## config.mk

```make
export PLATFORM = sky130hd
export DESIGN_NAME = serendipity_quad8_shape_eval
export DESIGN_NICKNAME = d
export VERILOG_FILES = /design/src/rtl/sq8_pkg.sv /design/src/rtl/sq8_factor_gen.sv /design/src/rtl/serendipity_quad8_shape_eval.sv
export SDC_FILE = /design/constraint.sdc
export NUM_CORES = 2
export LEC_CHECK = 0
export BUFFER_PORTS_ARGS = -buffer_cell sky130_fd_sc_hd__buf_2
export CORE_MARGIN = 1.5
export CORE_UTILIZATION = 50
export CTS_BUF_LIST = sky130_fd_sc_hd__clkbuf_16
export CTS_CLUSTER_DIAMETER = 150
export DETAILED_ROUTE_END_ITERATION = 16
export GPL_TIMING_DRIVEN = 0
export PLACE_DENSITY = 0.73
export SETUP_SLACK_MARGIN = 0.2
export SYNTH_ARGS = -nofsm -noshare
export SYNTH_HDL_FRONTEND = slang
export SYNTH_SLANG_ARGS = --single-unit
```

## constraint.sdc

```tcl
create_clock -name i_clk -period 27.4 [get_ports i_clk]
set_clock_uncertainty 0.2 [all_clocks]
set_input_delay 1.37 -clock i_clk [delete_from_list [all_inputs] [get_ports i_clk]]
set_output_delay 1.37 -clock i_clk [all_outputs]
set_load 0.01 [all_outputs]
```

## src/rtl/sq8_pkg.sv

```systemverilog
// Package for the eight-node serendipity quadrilateral shape evaluator.
// Holds fixed-point widths, derivative codes, control structs and the term decode table.
// No dependencies.
package sq8_pkg;

    localparam int COORD_FRAC_BITS = 14;
    localparam int COORD_W         = 16;
    localparam int FACT_W          = ((COORD_FRAC_BITS > 17) ? COORD_FRAC_BITS : 17) + 2;
    localparam int PROD_W          = 2 * FACT_W;
    localparam int RND_W           = PROD_W - COORD_FRAC_BITS + 1;
    localparam int VAL_W           = RND_W + FACT_W + 1;
    localparam int SH_W            = $clog2(COORD_FRAC_BITS + 3);
    localparam int OUT_W           = 18;

    localparam int IN_TDATA_W  = 2 * COORD_W;
    localparam int IN_TUSER_W  = 7;
    localparam int OUT_TDATA_W = ((OUT_W + 7) / 8) * 8;
    localparam int OUT_TUSER_W = 1;

    localparam logic signed [OUT_W-1:0] OUT_MAX = {1'b0, {(OUT_W-1){1'b1}}};
    localparam logic signed [OUT_W-1:0] OUT_MIN = {1'b1, {(OUT_W-1){1'b0}}};

    typedef enum logic [2:0] {
        D_VAL,
        D_DXI,
        D_DETA,
        D_DXI2,
        D_DETA2,
        D_DXIDETA
    } t_deriv;

    typedef enum logic [1:0] {
        NF_ONE,
        NF_TWO,
        NF_THREE
    } t_nf;

    typedef struct packed {
        logic signed [1:0] k0;
        logic signed [2:0] kx;
        logic signed [2:0] ky;
    } t_lin;

    typedef struct packed {
        logic       zero;
        logic       neg;
        logic [1:0] cs;
        t_nf        nf;
        t_lin       fa;
        t_lin       fb;
        t_lin       fc;
    } t_term;

    typedef struct packed {
        logic       zero;
        logic       inv;
        logic       neg;
        logic [1:0] cs;
        t_nf        nf;
    } t_ctl;

    function automatic t_lin lin(input int k0, input int kx, input int ky);
        t_lin l;
        l.k0 = 2'(k0);
        l.kx = 3'(kx);
        l.ky = 3'(ky);
        return l;
    endfunction

    function automatic t_term tm(input logic neg, input int cs, input t_nf nf,
                                 input t_lin fa, input t_lin fb, input t_lin fc);
        t_term t;
        t.zero = 1'b0;
        t.neg  = neg;
        t.cs   = 2'(cs);
        t.nf   = nf;
        t.fa   = fa;
        t.fb   = fb;
        t.fc   = fc;
        return t;
    endfunction

    function automatic t_term decode(input logic [2:0] node, input logic [2:0] dsel);
        t_term  t;
        t_lin   z;
        t_deriv d;
        z = lin(0, 0, 0);
        d = t_deriv'(dsel);
        t = tm(1'b0, 0, NF_ONE, z, z, z);
        t.zero = 1'b1;
        case (node)
            3'd0: begin
                case (d)
                    D_VAL:     t = tm(1'b1, 2, NF_THREE, lin(1,-1,0), lin(1,0,-1), lin(1,1,1));
                    D_DXI:     t = tm(1'b1, 2, NF_TWO, lin(-1,0,1), lin(0,2,1), z);
                    D_DETA:    t = tm(1'b1, 2, NF_TWO, lin(-1,1,0), lin(0,1,2), z);
                    D_DXI2:    t = tm(1'b0, 1, NF_ONE, lin(1,0,-1), z, z);
                    D_DETA2:   t = tm(1'b0, 1, NF_ONE, lin(1,-1,0), z, z);
                    D_DXIDETA: t = tm(1'b0, 2, NF_ONE, lin(1,-2,-2), z, z);
                    default: ;
                endcase
            end
            3'd1: begin
                case (d)
                    D_VAL:     t = tm(1'b1, 2, NF_THREE, lin(1,1,0), lin(1,0,-1), lin(1,-1,1));
                    D_DXI:     t = tm(1'b0, 2, NF_TWO, lin(-1,0,1), lin(0,-2,1), z);
                    D_DETA:    t = tm(1'b0, 2, NF_TWO, lin(1,1,0), lin(0,-1,2), z);
                    D_DXI2:    t = tm(1'b0, 1, NF_ONE, lin(1,0,-1), z, z);
                    D_DETA2:   t = tm(1'b0, 1, NF_ONE, lin(1,1,0), z, z);
                    D_DXIDETA: t = tm(1'b0, 2, NF_ONE, lin(-1,-2,2), z, z);
                    default: ;
                endcase
            end
            3'd2: begin
                case (d)
                    D_VAL:     t = tm(1'b1, 2, NF_THREE, lin(1,1,0), lin(1,0,1), lin(1,-1,-1));
                    D_DXI:     t = tm(1'b0, 2, NF_TWO, lin(1,0,1), lin(0,2,1), z);
                    D_DETA:    t = tm(1'b0, 2, NF_TWO, lin(1,1,0), lin(0,1,2), z);
                    D_DXI2:    t = tm(1'b0, 1, NF_ONE, lin(1,0,1), z, z);
                    D_DETA2:   t = tm(1'b0, 1, NF_ONE, lin(1,1,0), z, z);
                    D_DXIDETA: t = tm(1'b0, 2, NF_ONE, lin(1,2,2), z, z);
                    default: ;
                endcase
            end
            3'd3: begin
                case (d)
                    D_VAL:     t = tm(1'b1, 2, NF_THREE, lin(1,-1,0), lin(1,0,1), lin(1,1,-1));
                    D_DXI:     t = tm(1'b1, 2, NF_TWO, lin(1,0,1), lin(0,-2,1), z);
                    D_DETA:    t = tm(1'b1, 2, NF_TWO, lin(-1,1,0), lin(0,-1,2), z);
                    D_DXI2:    t = tm(1'b0, 1, NF_ONE, lin(1,0,1), z, z);
                    D_DETA2:   t = tm(1'b0, 1, NF_ONE, lin(1,-1,0), z, z);
                    D_DXIDETA: t = tm(1'b0, 2, NF_ONE, lin(-1,2,-2), z, z);
                    default: ;
                endcase
            end
            3'd4: begin
                case (d)
                    D_VAL:     t = tm(1'b0, 1, NF_THREE, lin(1,-1,0), lin(1,1,0), lin(1,0,-1));
                    D_DXI:     t = tm(1'b0, 0, NF_TWO, lin(0,1,0), lin(-1,0,1), z);
                    D_DETA:    t = tm(1'b0, 1, NF_TWO, lin(1,1,0), lin(-1,1,0), z);
                    D_DXI2:    t = tm(1'b0, 0, NF_ONE, lin(-1,0,1), z, z);
                    D_DXIDETA: t = tm(1'b0, 0, NF_ONE, lin(0,1,0), z, z);
                    default: ;
                endcase
            end
            3'd5: begin
                case (d)
                    D_VAL:     t = tm(1'b0, 1, NF_THREE, lin(1,1,0), lin(1,0,1), lin(1,0,-1));
                    D_DXI:     t = tm(1'b1, 1, NF_TWO, lin(1,0,1), lin(-1,0,1), z);
                    D_DETA:    t = tm(1'b1, 0, NF_TWO, lin(0,0,1), lin(1,1,0), z);
                    D_DETA2:   t = tm(1'b1, 0, NF_ONE, lin(1,1,0), z, z);
                    D_DXIDETA: t = tm(1'b1, 0, NF_ONE, lin(0,0,1), z, z);
                    default: ;
                endcase
            end
            3'd6: begin
                case (d)
                    D_VAL:     t = tm(1'b0, 1, NF_THREE, lin(1,-1,0), lin(1,1,0), lin(1,0,1));
                    D_DXI:     t = tm(1'b1, 0, NF_TWO, lin(0,1,0), lin(1,0,1), z);
                    D_DETA:    t = tm(1'b1, 1, NF_TWO, lin(1,1,0), lin(-1,1,0), z);
                    D_DXI2:    t = tm(1'b1, 0, NF_ONE, lin(1,0,1), z, z);
                    D_DXIDETA: t = tm(1'b1, 0, NF_ONE, lin(0,1,0), z, z);
                    default: ;
                endcase
            end
            3'd7: begin
                case (d)
                    D_VAL:     t = tm(1'b0, 1, NF_THREE, lin(1,-1,0), lin(1,0,1), lin(1,0,-1));
                    D_DXI:     t = tm(1'b0, 1, NF_TWO, lin(1,0,1), lin(-1,0,1), z);
                    D_DETA:    t = tm(1'b0, 0, NF_TWO, lin(0,0,1), lin(-1,1,0), z);
                    D_DETA2:   t = tm(1'b0, 0, NF_ONE, lin(-1,1,0), z, z);
                    D_DXIDETA: t = tm(1'b0, 0, NF_ONE, lin(0,0,1), z, z);
                    default: ;
                endcase
            end
            default: ;
        endcase
        return t;
    endfunction

endpackage

```

## src/rtl/sq8_factor_gen.sv

```systemverilog
// Front end of the shape evaluator: term decode and linear factor formation.
// Depends on sq8_pkg.
module sq8_factor_gen
    import sq8_pkg::*;
(
    input  logic signed [COORD_W-1:0] i_xi,
    input  logic signed [COORD_W-1:0] i_eta,
    input  logic [3:0]                i_basis_index,
    input  logic [2:0]                i_derivative_select,
    output t_ctl                      o_ctl,
    output logic signed [FACT_W-1:0]  o_fa,
    output logic signed [FACT_W-1:0]  o_fb,
    output logic signed [FACT_W-1:0]  o_fc
);

    localparam logic signed [FACT_W-1:0] ONE = FACT_W'(1) << COORD_FRAC_BITS;

    function automatic logic signed [FACT_W-1:0] scale(input logic signed [2:0] k,
                                                        input logic signed [COORD_W-1:0] v);
        logic signed [FACT_W-1:0] e;
        logic signed [FACT_W-1:0] r;
        e = FACT_W'(v);
        case (k)
            3'sb001: r = e;
            3'sb010: r = e <<< 1;
            3'sb111: r = -e;
            3'sb110: r = -(e <<< 1);
            default: r = '0;
        endcase
        return r;
    endfunction

    function automatic logic signed [FACT_W-1:0] lin_eval(input t_lin l,
                                                           input logic signed [COORD_W-1:0] x,
                                                           input logic signed [COORD_W-1:0] y);
        logic signed [FACT_W-1:0] c;
        case (l.k0)
            2'sb01:  c = ONE;
            2'sb11:  c = -ONE;
            default: c = '0;
        endcase
        return c + scale(l.kx, x) + scale(l.ky, y);
    endfunction

    t_term w_term;

    always_comb begin
        w_term     = decode(i_basis_index[2:0], i_derivative_select);
        o_ctl.zero = w_term.zero;
        o_ctl.inv  = i_basis_index[3];
        o_ctl.neg  = w_term.neg;
        o_ctl.cs   = w_term.cs;
        o_ctl.nf   = w_term.nf;
        o_fa       = lin_eval(w_term.fa, i_xi, i_eta);
        o_fb       = lin_eval(w_term.fb, i_xi, i_eta);
        o_fc       = lin_eval(w_term.fc, i_xi, i_eta);
    end

endmodule

```

## src/rtl/serendipity_quad8_shape_eval.sv

```systemverilog
// Top level of the eight-node serendipity quadrilateral shape evaluator.
// Depends on sq8_pkg and sq8_factor_gen.
//
// Takes one evaluation point per cycle unless back-pressure holds the input, and returns one
// result per point, in order, from the last stage. The pipeline has five
// register stages: factor formation, first product, intermediate rounding, second
// product, and final sign, rounding and saturation into the output register. Each
// stage holds its item while the stage after it is full and stalled, so back-pressure stops the
// input only once every stage is occupied. A basis index above 7 gives a zero value
// with the invalid flag set; derivative codes 6 and 7 give zero.
module serendipity_quad8_shape_eval
    import sq8_pkg::*;
(
    input  logic                   i_clk,
    input  logic                   i_rst_n,
    input  logic                   i_s_axis_tvalid,
    output logic                   o_s_axis_tready,
    input  logic [IN_TDATA_W-1:0]  i_s_axis_tdata,  // xi[15:0], eta[31:16]
    input  logic [IN_TUSER_W-1:0]  i_s_axis_tuser,  // basis_index[3:0], derivative_select[6:4]
    output logic                   o_m_axis_tvalid,
    input  logic                   i_m_axis_tready,
    output logic [OUT_TDATA_W-1:0] o_m_axis_tdata,  // basis_value[17:0], zero pad above
    output logic [OUT_TUSER_W-1:0] o_m_axis_tuser   // invalid_basis[0]
);

    localparam logic signed [PROD_W-1:0] HALF_F = PROD_W'(1) << (COORD_FRAC_BITS - 1);

    t_ctl                     n_s1_ctl;
    logic signed [FACT_W-1:0] n_s1_a, n_s1_b, n_s1_c;

    logic                     r_s1_v, r_s2_v, r_s3_v, r_s4_v, r_s5_v;
    logic                     w_rdy1, w_rdy2, w_rdy3, w_rdy4, w_rdy5;

    t_ctl                     r_s1_ctl, r_s2_ctl, r_s3_ctl, r_s4_ctl;
    logic signed [FACT_W-1:0] r_s1_a, r_s1_b, r_s1_c;
    logic signed [FACT_W-1:0] r_s2_a, r_s2_c, r_s3_a, r_s3_c;
    logic signed [PROD_W-1:0] r_s2_p, r_s3_p;
    logic signed [RND_W-1:0]  r_s3_q;
    logic signed [VAL_W-1:0]  r_s4_val;
    logic signed [OUT_W-1:0]  r_s5_value;
    logic                     r_s5_inv;

    logic signed [PROD_W-1:0]       n_s2_p;
    logic signed [PROD_W-1:0]       w_s3_sum;
    logic signed [RND_W-1:0]        n_s3_q;
    logic signed [RND_W+FACT_W-1:0] w_s4_prod;
    logic signed [VAL_W-1:0]        n_s4_val;
    logic [SH_W-1:0]                w_s5_sh;
    logic signed [VAL_W-1:0]        w_s5_v, w_s5_half, w_s5_adj, w_s5_rnd;
    logic signed [OUT_W-1:0]        n_s5_value;

    sq8_factor_gen u_factor_gen (
        .i_xi                (i_s_axis_tdata[COORD_W-1:0]),
        .i_eta               (i_s_axis_tdata[2*COORD_W-1:COORD_W]),
        .i_basis_index       (i_s_axis_tuser[3:0]),
        .i_derivative_select (i_s_axis_tuser[6:4]),
        .o_ctl               (n_s1_ctl),
        .o_fa                (n_s1_a),
        .o_fb                (n_s1_b),
        .o_fc                (n_s1_c)
    );

    assign w_rdy5          = !r_s5_v || i_m_axis_tready;
    assign w_rdy4          = !r_s4_v || w_rdy5;
    assign w_rdy3          = !r_s3_v || w_rdy4;
    assign w_rdy2          = !r_s2_v || w_rdy3;
    assign w_rdy1          = !r_s1_v || w_rdy2;
    assign o_s_axis_tready = w_rdy1;

    assign n_s2_p   = r_s1_a * r_s1_b;
    assign w_s3_sum = r_s2_p + ((r_s2_p < 0) ? (HALF_F - PROD_W'(1)) : HALF_F);
    assign n_s3_q   = RND_W'(w_s3_sum >>> COORD_FRAC_BITS);
    assign w_s4_prod = r_s3_q * r_s3_c;

    always_comb begin
        case (r_s3_ctl.nf)
            NF_ONE:   n_s4_val = VAL_W'(r_s3_a);
            NF_TWO:   n_s4_val = VAL_W'(r_s3_p);
            NF_THREE: n_s4_val = VAL_W'(w_s4_prod);
            default:  n_s4_val = '0;
        endcase
    end

    always_comb begin
        w_s5_v  = r_s4_ctl.neg ? -r_s4_val : r_s4_val;
        w_s5_sh = (r_s4_ctl.nf == NF_ONE) ? SH_W'(r_s4_ctl.cs)
                                          : SH_W'(COORD_FRAC_BITS) + SH_W'(r_s4_ctl.cs);
        if (w_s5_sh == '0) begin
            w_s5_half = '0;
            w_s5_adj  = '0;
        end else begin
            w_s5_half = VAL_W'(1) << (w_s5_sh - SH_W'(1));
            w_s5_adj  = (w_s5_v < 0) ? (w_s5_half - VAL_W'(1)) : w_s5_half;
        end
        w_s5_rnd = (w_s5_v + w_s5_adj) >>> w_s5_sh;
        if (r_s4_ctl.zero || r_s4_ctl.inv) begin
            n_s5_value = '0;
        end else if (w_s5_rnd > VAL_W'(OUT_MAX)) begin
            n_s5_value = OUT_MAX;
        end else if (w_s5_rnd < VAL_W'(OUT_MIN)) begin
            n_s5_value = OUT_MIN;
        end else begin
            n_s5_value = OUT_W'(w_s5_rnd);
        end
    end

    always_ff @(posedge i_clk) begin
        if (!i_rst_n) begin
            r_s1_v <= 1'b0;
            r_s2_v <= 1'b0;
            r_s3_v <= 1'b0;
            r_s4_v <= 1'b0;
            r_s5_v <= 1'b0;
        end else begin
            if (w_rdy1) r_s1_v <= i_s_axis_tvalid;
            if (w_rdy2) r_s2_v <= r_s1_v;
            if (w_rdy3) r_s3_v <= r_s2_v;
            if (w_rdy4) r_s4_v <= r_s3_v;
            if (w_rdy5) r_s5_v <= r_s4_v;
        end
    end

    always_ff @(posedge i_clk) begin
        if (w_rdy1 && i_s_axis_tvalid) begin
            r_s1_ctl <= n_s1_ctl;
            r_s1_a   <= n_s1_a;
            r_s1_b   <= n_s1_b;
            r_s1_c   <= n_s1_c;
        end
        if (w_rdy2 && r_s1_v) begin
            r_s2_ctl <= r_s1_ctl;
            r_s2_a   <= r_s1_a;
            r_s2_p   <= n_s2_p;
            r_s2_c   <= r_s1_c;
        end
        if (w_rdy3 && r_s2_v) begin
            r_s3_ctl <= r_s2_ctl;
            r_s3_a   <= r_s2_a;
            r_s3_p   <= r_s2_p;
            r_s3_q   <= n_s3_q;
            r_s3_c   <= r_s2_c;
        end
        if (w_rdy4 && r_s3_v) begin
            r_s4_ctl <= r_s3_ctl;
            r_s4_val <= n_s4_val;
        end
        if (w_rdy5 && r_s4_v) begin
            r_s5_value <= n_s5_value;
            r_s5_inv   <= r_s4_ctl.inv;
        end
    end

    assign o_m_axis_tvalid = r_s5_v;
    assign o_m_axis_tdata  = {{(OUT_TDATA_W-OUT_W){1'b0}}, r_s5_value};
    assign o_m_axis_tuser  = r_s5_inv;

endmodule

```

== Yosys cells after proc, flatten, opt, wreduce, memory -nomap -nowiden ==
Cells that the tools add are included.
Operators by class
  $add $sub $neg: 16
  multiply operators: 2
  divide/modulo/power cells: 0
  $lt $le $gt $ge: 4
  equal/unequal tests: 44
  shift-type cells: 2
  multiplexer cells: 26
  bitwise gates (word level): 0
  reductions and logical operators: 22
Operator list (count)
  $pmux 30 s6: 4
  $pmux 30 s5: 4
  $pmux 19 s4: 6
  $pmux 30 s8: 1
  $mux 45: 3
  $pmux 45 s3: 1
  $add 19x19->19: 6
  $pmux 19 s2: 3
  $eq 3x3->1 const B: 18
  $add 45x45->45: 1
  $gt 45x18->1 const B: 1
  $lt 45x1->1 const B: 1
  $lt 45x18->1 const B: 1
  $neg 45->45: 1
  $shl 1x5->45 const A: 1
  $sshr 45x5->45: 1
  $sub 45x2->45 const B: 1
  $mul 24x19->43: 1
  $add 38x15->38: 1
  $lt 38x1->1 const B: 1
  $mul 19x19->38: 1
  $neg 16->19: 2
  $neg 17->19: 2
  $eq 3x2->1 const B: 10
  other kinds (16): 44
Word-level totals
  register bits: 330
  latch bits: 0
  memory bits (writable): 0
  ROM bits: 0
  bits of input ports: 43
  output and inout bits: 27
  logic and storage cells: 155
  memories: 0

== Logic depth before layout (Yosys ltp) ==
  depth in word-level cells: 12
  depth in mapped cells: 37
  mapped depth without buffers: 31

== Modules after synthesis ==
A second synthesis with hierarchy kept.
Unflattened totals
  cells, all modules: 6021
  area total of the unflattened synthesis: 55201.7 µm²
Modules (own cells, without submodules)
  serendipity_quad8_shape_eval: times used 1, cells an instance 4962, area each 48352.6 µm², sequential area each 9799.4 µm²
  sq8_factor_gen: times used 1, cells an instance 1059, area each 6849.1 µm², sequential area each 0.0 µm²

== Worst setup path before layout ==
Ideal clock, no wire load.
  kind: register to register
  start: reg r_s4_ctl[1] (netlist name)
  end: reg r_s5_value[3], data pin
  setup time: 270 ps
  arrival: 8605 ps
  data required time: 26930 ps
  path slack: 18325 ps
  stages on the path, launching flop included: 35
  buffers on the path: 7
  period minus slack after synthesis: 9075 ps
  path through: edfxtp_1 > or2_2 > ha_1 > inv_1 > clkbuf_1 > buf_1 > clkbuf_1 > ha_1 > clkbuf_1 > nor2b_1 > and2_1 > clkbuf_1 > nand3_1 > ha_1 > o21ai_0 > nor3_1 > nand2_1 > a31oi_1 > nor2_1 > ha_1 > clkbuf_1 > nand4_1 > or2_2 > nand2b_1 > a211oi_1 > o211ai_1 > nor4bb_1 > nor3_1 > nand3_1 > o22a_1 > or4_1 > a211o_1 > o41ai_4 > buf_6 > a21oi_2
On the way
  cells in the longest elaborated chain, start to end: 12
  elaborated cells on any way between the ends: 14
  those cells by class: add/sub: 3; order compare: 2; shift: 2; mux: 5; reduce/logical: 2
Ends and longest elaborated chain
  start, declared: RTL line serendipity_quad8_shape_eval.sv:34  | t_ctl r_s1_ctl, r_s2_ctl, r_s3_ctl, r_s4_ctl;
  start signal, assigned: RTL line serendipity_quad8_shape_eval.sv:144  | r_s4_ctl <= r_s3_ctl;
  $logic_not 2->1 (*): RTL line serendipity_quad8_shape_eval.sv:86  | w_s5_sh = (r_s4_ctl.nf == NF_ONE) ? SH_W'(r_s4_ctl.cs)
  $mux 5 (*): RTL line serendipity_quad8_shape_eval.sv:86
  $sub 5x1->5: RTL line serendipity_quad8_shape_eval.sv:92  | w_s5_half = VAL_W'(1) << (w_s5_sh - SH_W'(1));
  $shl 1x5->45: RTL line serendipity_quad8_shape_eval.sv:92
  $sub 45x2->45: RTL line serendipity_quad8_shape_eval.sv:93  | w_s5_adj = (w_s5_v < 0) ? (w_s5_half - VAL_W'(1)) : w_s5_half;
  $mux 45: RTL line serendipity_quad8_shape_eval.sv:93
  $mux 45: RTL line serendipity_quad8_shape_eval.sv:88  | if (w_s5_sh == '0) begin
  $add 45x45->45: RTL line serendipity_quad8_shape_eval.sv:95  | w_s5_rnd = (w_s5_v + w_s5_adj) >>> w_s5_sh;
  $sshr 45x5->45 (*): RTL line serendipity_quad8_shape_eval.sv:95
  $lt 45x18->1: RTL line serendipity_quad8_shape_eval.sv:100  | end else if (w_s5_rnd < VAL_W'(OUT_MIN)) begin
  $mux 18: RTL line serendipity_quad8_shape_eval.sv:100
  $mux 17 (*): RTL line serendipity_quad8_shape_eval.sv:98  | end else if (w_s5_rnd > VAL_W'(OUT_MAX)) begin
  end signal, assigned: RTL line serendipity_quad8_shape_eval.sv:148  | r_s5_value <= n_s5_value;
  end, declared: RTL line serendipity_quad8_shape_eval.sv:40  | logic signed [OUT_W-1:0] r_s5_value;
Every way passes the cells marked *; elsewhere a longest branch is shown, timed or not.
A chain may end at the register's enable or synchronous reset.

== Final worst setup path ==
Same ends and word-level chain as after synthesis.

==> reports/metrics.cfg <==
[timing]
fmax_ghz=0.0813
final_min_period_over_clock_period_pct=44.9
slew_violations=0
final.setup.tns_ns=0
timing.slew.headroom_pct=21.1
final-setup-viol-count=0
timing.final.hold_violations=0
max_slew.worst_pin.slew_ns=1.17
timing.final.crit_period_ns=12.30
unrepaired_setup_endpoints_after_global_routing=no

[layout]
proportion_of_layout_cells_with_a_drive_suffix_above_1_pct=3.56
areaGrowthSynthToFinish_pct=6.28
multi_input_area_sq_mm=0.0402
final_common_cell=sky130_fd_sc_hd__inv_1
seqCellArea_sq_mm=0.00980
final.fill_count=9687
finalNetCount=7286
final_cell_mix=sky130_fd_sc_hd__inv_1, sky130_fd_sc_hd__fa_1, sky130_fd_sc_hd__nand2_1

[routing]
wl_met3_microns=14400
wl_met1_microns=65600
wl_met2_microns=75900
detailedRoute.firstPassIterationCount=6
detailroute.via_count=44000
routed_wire_length_per_instance_microns=21.8
initialDrtViolationCount=4565
highest_metal_layer_used_by_the_detailed_router=met5
number_of_nets_with_antenna_violations_after_routing=0
routed_wl_microns=162000
drc_errors=0
vias_per_cell=5.91

[place]
placed_wire_length_estimate_after_detailed_placement_microns=134000
port-buffer-count=53
gp_congestion=0.991

[die]
die_h_microns=333
initial_utilization_pct=50.6
die_width_microns=333
placeableCoreArea_sq_mm=0.108
top_level_ports=70
std_cell_rows=120
floorplan.die_area_sq_mm=0.111

[grt]
grt_max_degree=37
combined_global_route_utilization_of_all_metal_layers_pct=29.4
grt.overflow.total=0
global_route_wire_length_before_repair_microns=253000
grt_antenna_before_repair=5
first_global_vias=44500

[setup_path]
cp_slowest_cell=sky130_fd_sc_hd__nor3_1
worstSetupStartpointType=flop
timing.critical_path.arrival_ns=12.39
timing.critical_path.mode_cell=sky130_fd_sc_hd__clkbuf_1
worstPathRequired_ns=27.50
crit_type=reg2reg
timing.critical_path.slowest_cell_delay_ns=0.96
critical_path.endpoint_type=flop
critPathMaxFanout=10

[clocking]
clock_transition_at_the_register_clock_pins_on_the_worst_setup_and_hold_paths_after_cts_ns=0.06
cts_made_buffers=37
cts_buffer_depth=3
clkLatencyLatePin_ns=0.58
cts.root.buffer_cell=sky130_fd_sc_hd__clkbuf_16
clock_sink_count=328
h_tree_level_count=2
clock_tree_from_tritoncts=done
postCtsSetupBuffers=0
holdBufCountCts=0
cts_resized=0

[status]
run_status=complete, no violations

[logic_synthesis]
syn_avg_cell_area_sq_um=9.21
synth_area_leaders=sky130_fd_sc_hd__fa_1, sky130_fd_sc_hd__edfxtp_1, sky130_fd_sc_hd__ha_1
synth_largest_type_area_fraction_pct=30.8
synth_enable_flop_cells=323
synth_seq_cells=328
ys.warnings.count=0
synth_top_cell_by_area=sky130_fd_sc_hd__fa_1
ys.flop_type=sky130_fd_sc_hd__edfxtp_1
postSynthCellCount=5904
yosys.cell_types.count=101
mappedNetlistArea_sq_mm=0.0544
synthArstFlopShare_pct=0
synth_seq_area_share_pct=18.0

[job]
max_cap_viol_count=0

[worst_hold_path]
worst_hold_path_type=reg2reg

area by class of cell:
cell class	count	area share (%)
flip-flops and latches	328	16.9
clock inverters	29	0.379
multi-input cells	4394	69.5
clock buffers	37	1.60
diodes	4	0.0173
well taps	1403	3.04
plain buffers	335	2.26
inverters	852	5.53
repair buffers	62	0.762
logic make-up (layout without fill, tap and decap cells):
logic type	count (synthesis)	count (layout)	synth area share (%)
AND/OR/NAND/NOR	1787	1787	15.7
other	1	10	0.00689
multiplexers	83	83	1.86
XOR/XNOR	284	284	4.61
buffers and inverters	1187	1315	8.28
adder cells (fa/ha/maj)	1233	1233	39.9
AO/OA/AOI/OAI	1001	1001	11.6
flip-flops	328	328	18.0
sequential cells by signal (all words and copies together), names as in the netlist:
signal and cells:
r_s2_p 38, r_s5_value 18, r_s1_v 1, r_s3_ctl 7
r_s2_v 1, r_s1_a 19, r_s3_q 24, r_s3_v 1
o_m_axis_tvalid 1, r_s2_c 19, r_s1_c 19, r_s1_b 19
r_s4_val 43, r_s3_c 19, r_s3_p 38, r_s4_ctl 7
r_s2_a 19, o_m_axis_tuser 1, r_s1_ctl 7, r_s4_v 1
r_s2_ctl 7, r_s3_a 19
path summary, 6_finish.rpt:
path | slack [ns] | depth (start not counted) | to | startpoint
max reg2reg | 15.10 | 35 | r_s5_value[3]$_SDFFCE_PP0P_ | r_s4_ctl[1]$_DFFE_PP_
min reg2reg | 0.21 | 0 | r_s3_c[0]$_DFFE_PP_ | r_s2_c[0]$_DFFE_PP_
max | 15.10 | 35 | r_s5_value[3]$_SDFFCE_PP0P_ | r_s4_ctl[1]$_DFFE_PP_
min | 0.21 | 0 | r_s3_c[0]$_DFFE_PP_ | r_s2_c[0]$_DFFE_PP_
cells in the mapped netlist (40+ instances only):
master / instances
sky130_fd_sc_hd__inv_1: 848
sky130_fd_sc_hd__fa_1: 836
sky130_fd_sc_hd__nand2_1: 732
sky130_fd_sc_hd__ha_1: 397
sky130_fd_sc_hd__edfxtp_1: 323
sky130_fd_sc_hd__clkbuf_1: 298
sky130_fd_sc_hd__and2_1: 296
sky130_fd_sc_hd__a21oi_1: 287
sky130_fd_sc_hd__o21ai_0: 278
sky130_fd_sc_hd__nor2_1: 254
sky130_fd_sc_hd__xnor2_1: 229
sky130_fd_sc_hd__nor3_1: 129
sky130_fd_sc_hd__nand3_1: 76
sky130_fd_sc_hd__or3_1: 73
sky130_fd_sc_hd__nand2b_1: 72
sky130_fd_sc_hd__mux2i_1: 57
sky130_fd_sc_hd__xor2_1: 54
sky130_fd_sc_hd__a21o_1: 49
sky130_fd_sc_hd__o21bai_1: 40
per-stage QoR:
| stage | utilization, % | cells | hold WS (ns) | instance area (sq um) | setup slack, ns |
|---|---|---|---|---|---|
| after floorplan | - | 5909 | 0.200 | 54400 | 18.32 |
| final | 53.8 | 7444 | 0.213 | 57800 | 15.10 |
| after global routing | 53.8 | 7440 | 0.221 | 57800 | 14.58 |
| after CTS | 53.8 | 7440 | 0.215 | 57800 | 15.47 |
| after global placement | 52.5 | 7365 | 0.201 | 56400 | 15.31 |
| after detailed placement | 52.7 | 7374 | 0.205 | 56700 | 15.48 |
worst max-delay path: cells and delay by family (launching register included):
family | cells | cell delay, ns
simple gates | 13 | 4.10
compound gates | 9 | 2.87
buf+inv | 8 | 2.67
fa+ha+maj | 4 | 1.22
mux | 1 | 0.58
flops | 1 | 0.35
metal layers:
layer / track usage [%] / vias to the layer above
li1: - / 19600
met1: 39.6 / 22000
met2: 48.3 / 2083
met3: 4.48 / 354
met4: 10.1 / 6
met5: 0 / -
Power is left out: the tool's default activity adds up to more than one toggle a clock period on the data nets, which glitch-free logic cannot reach.
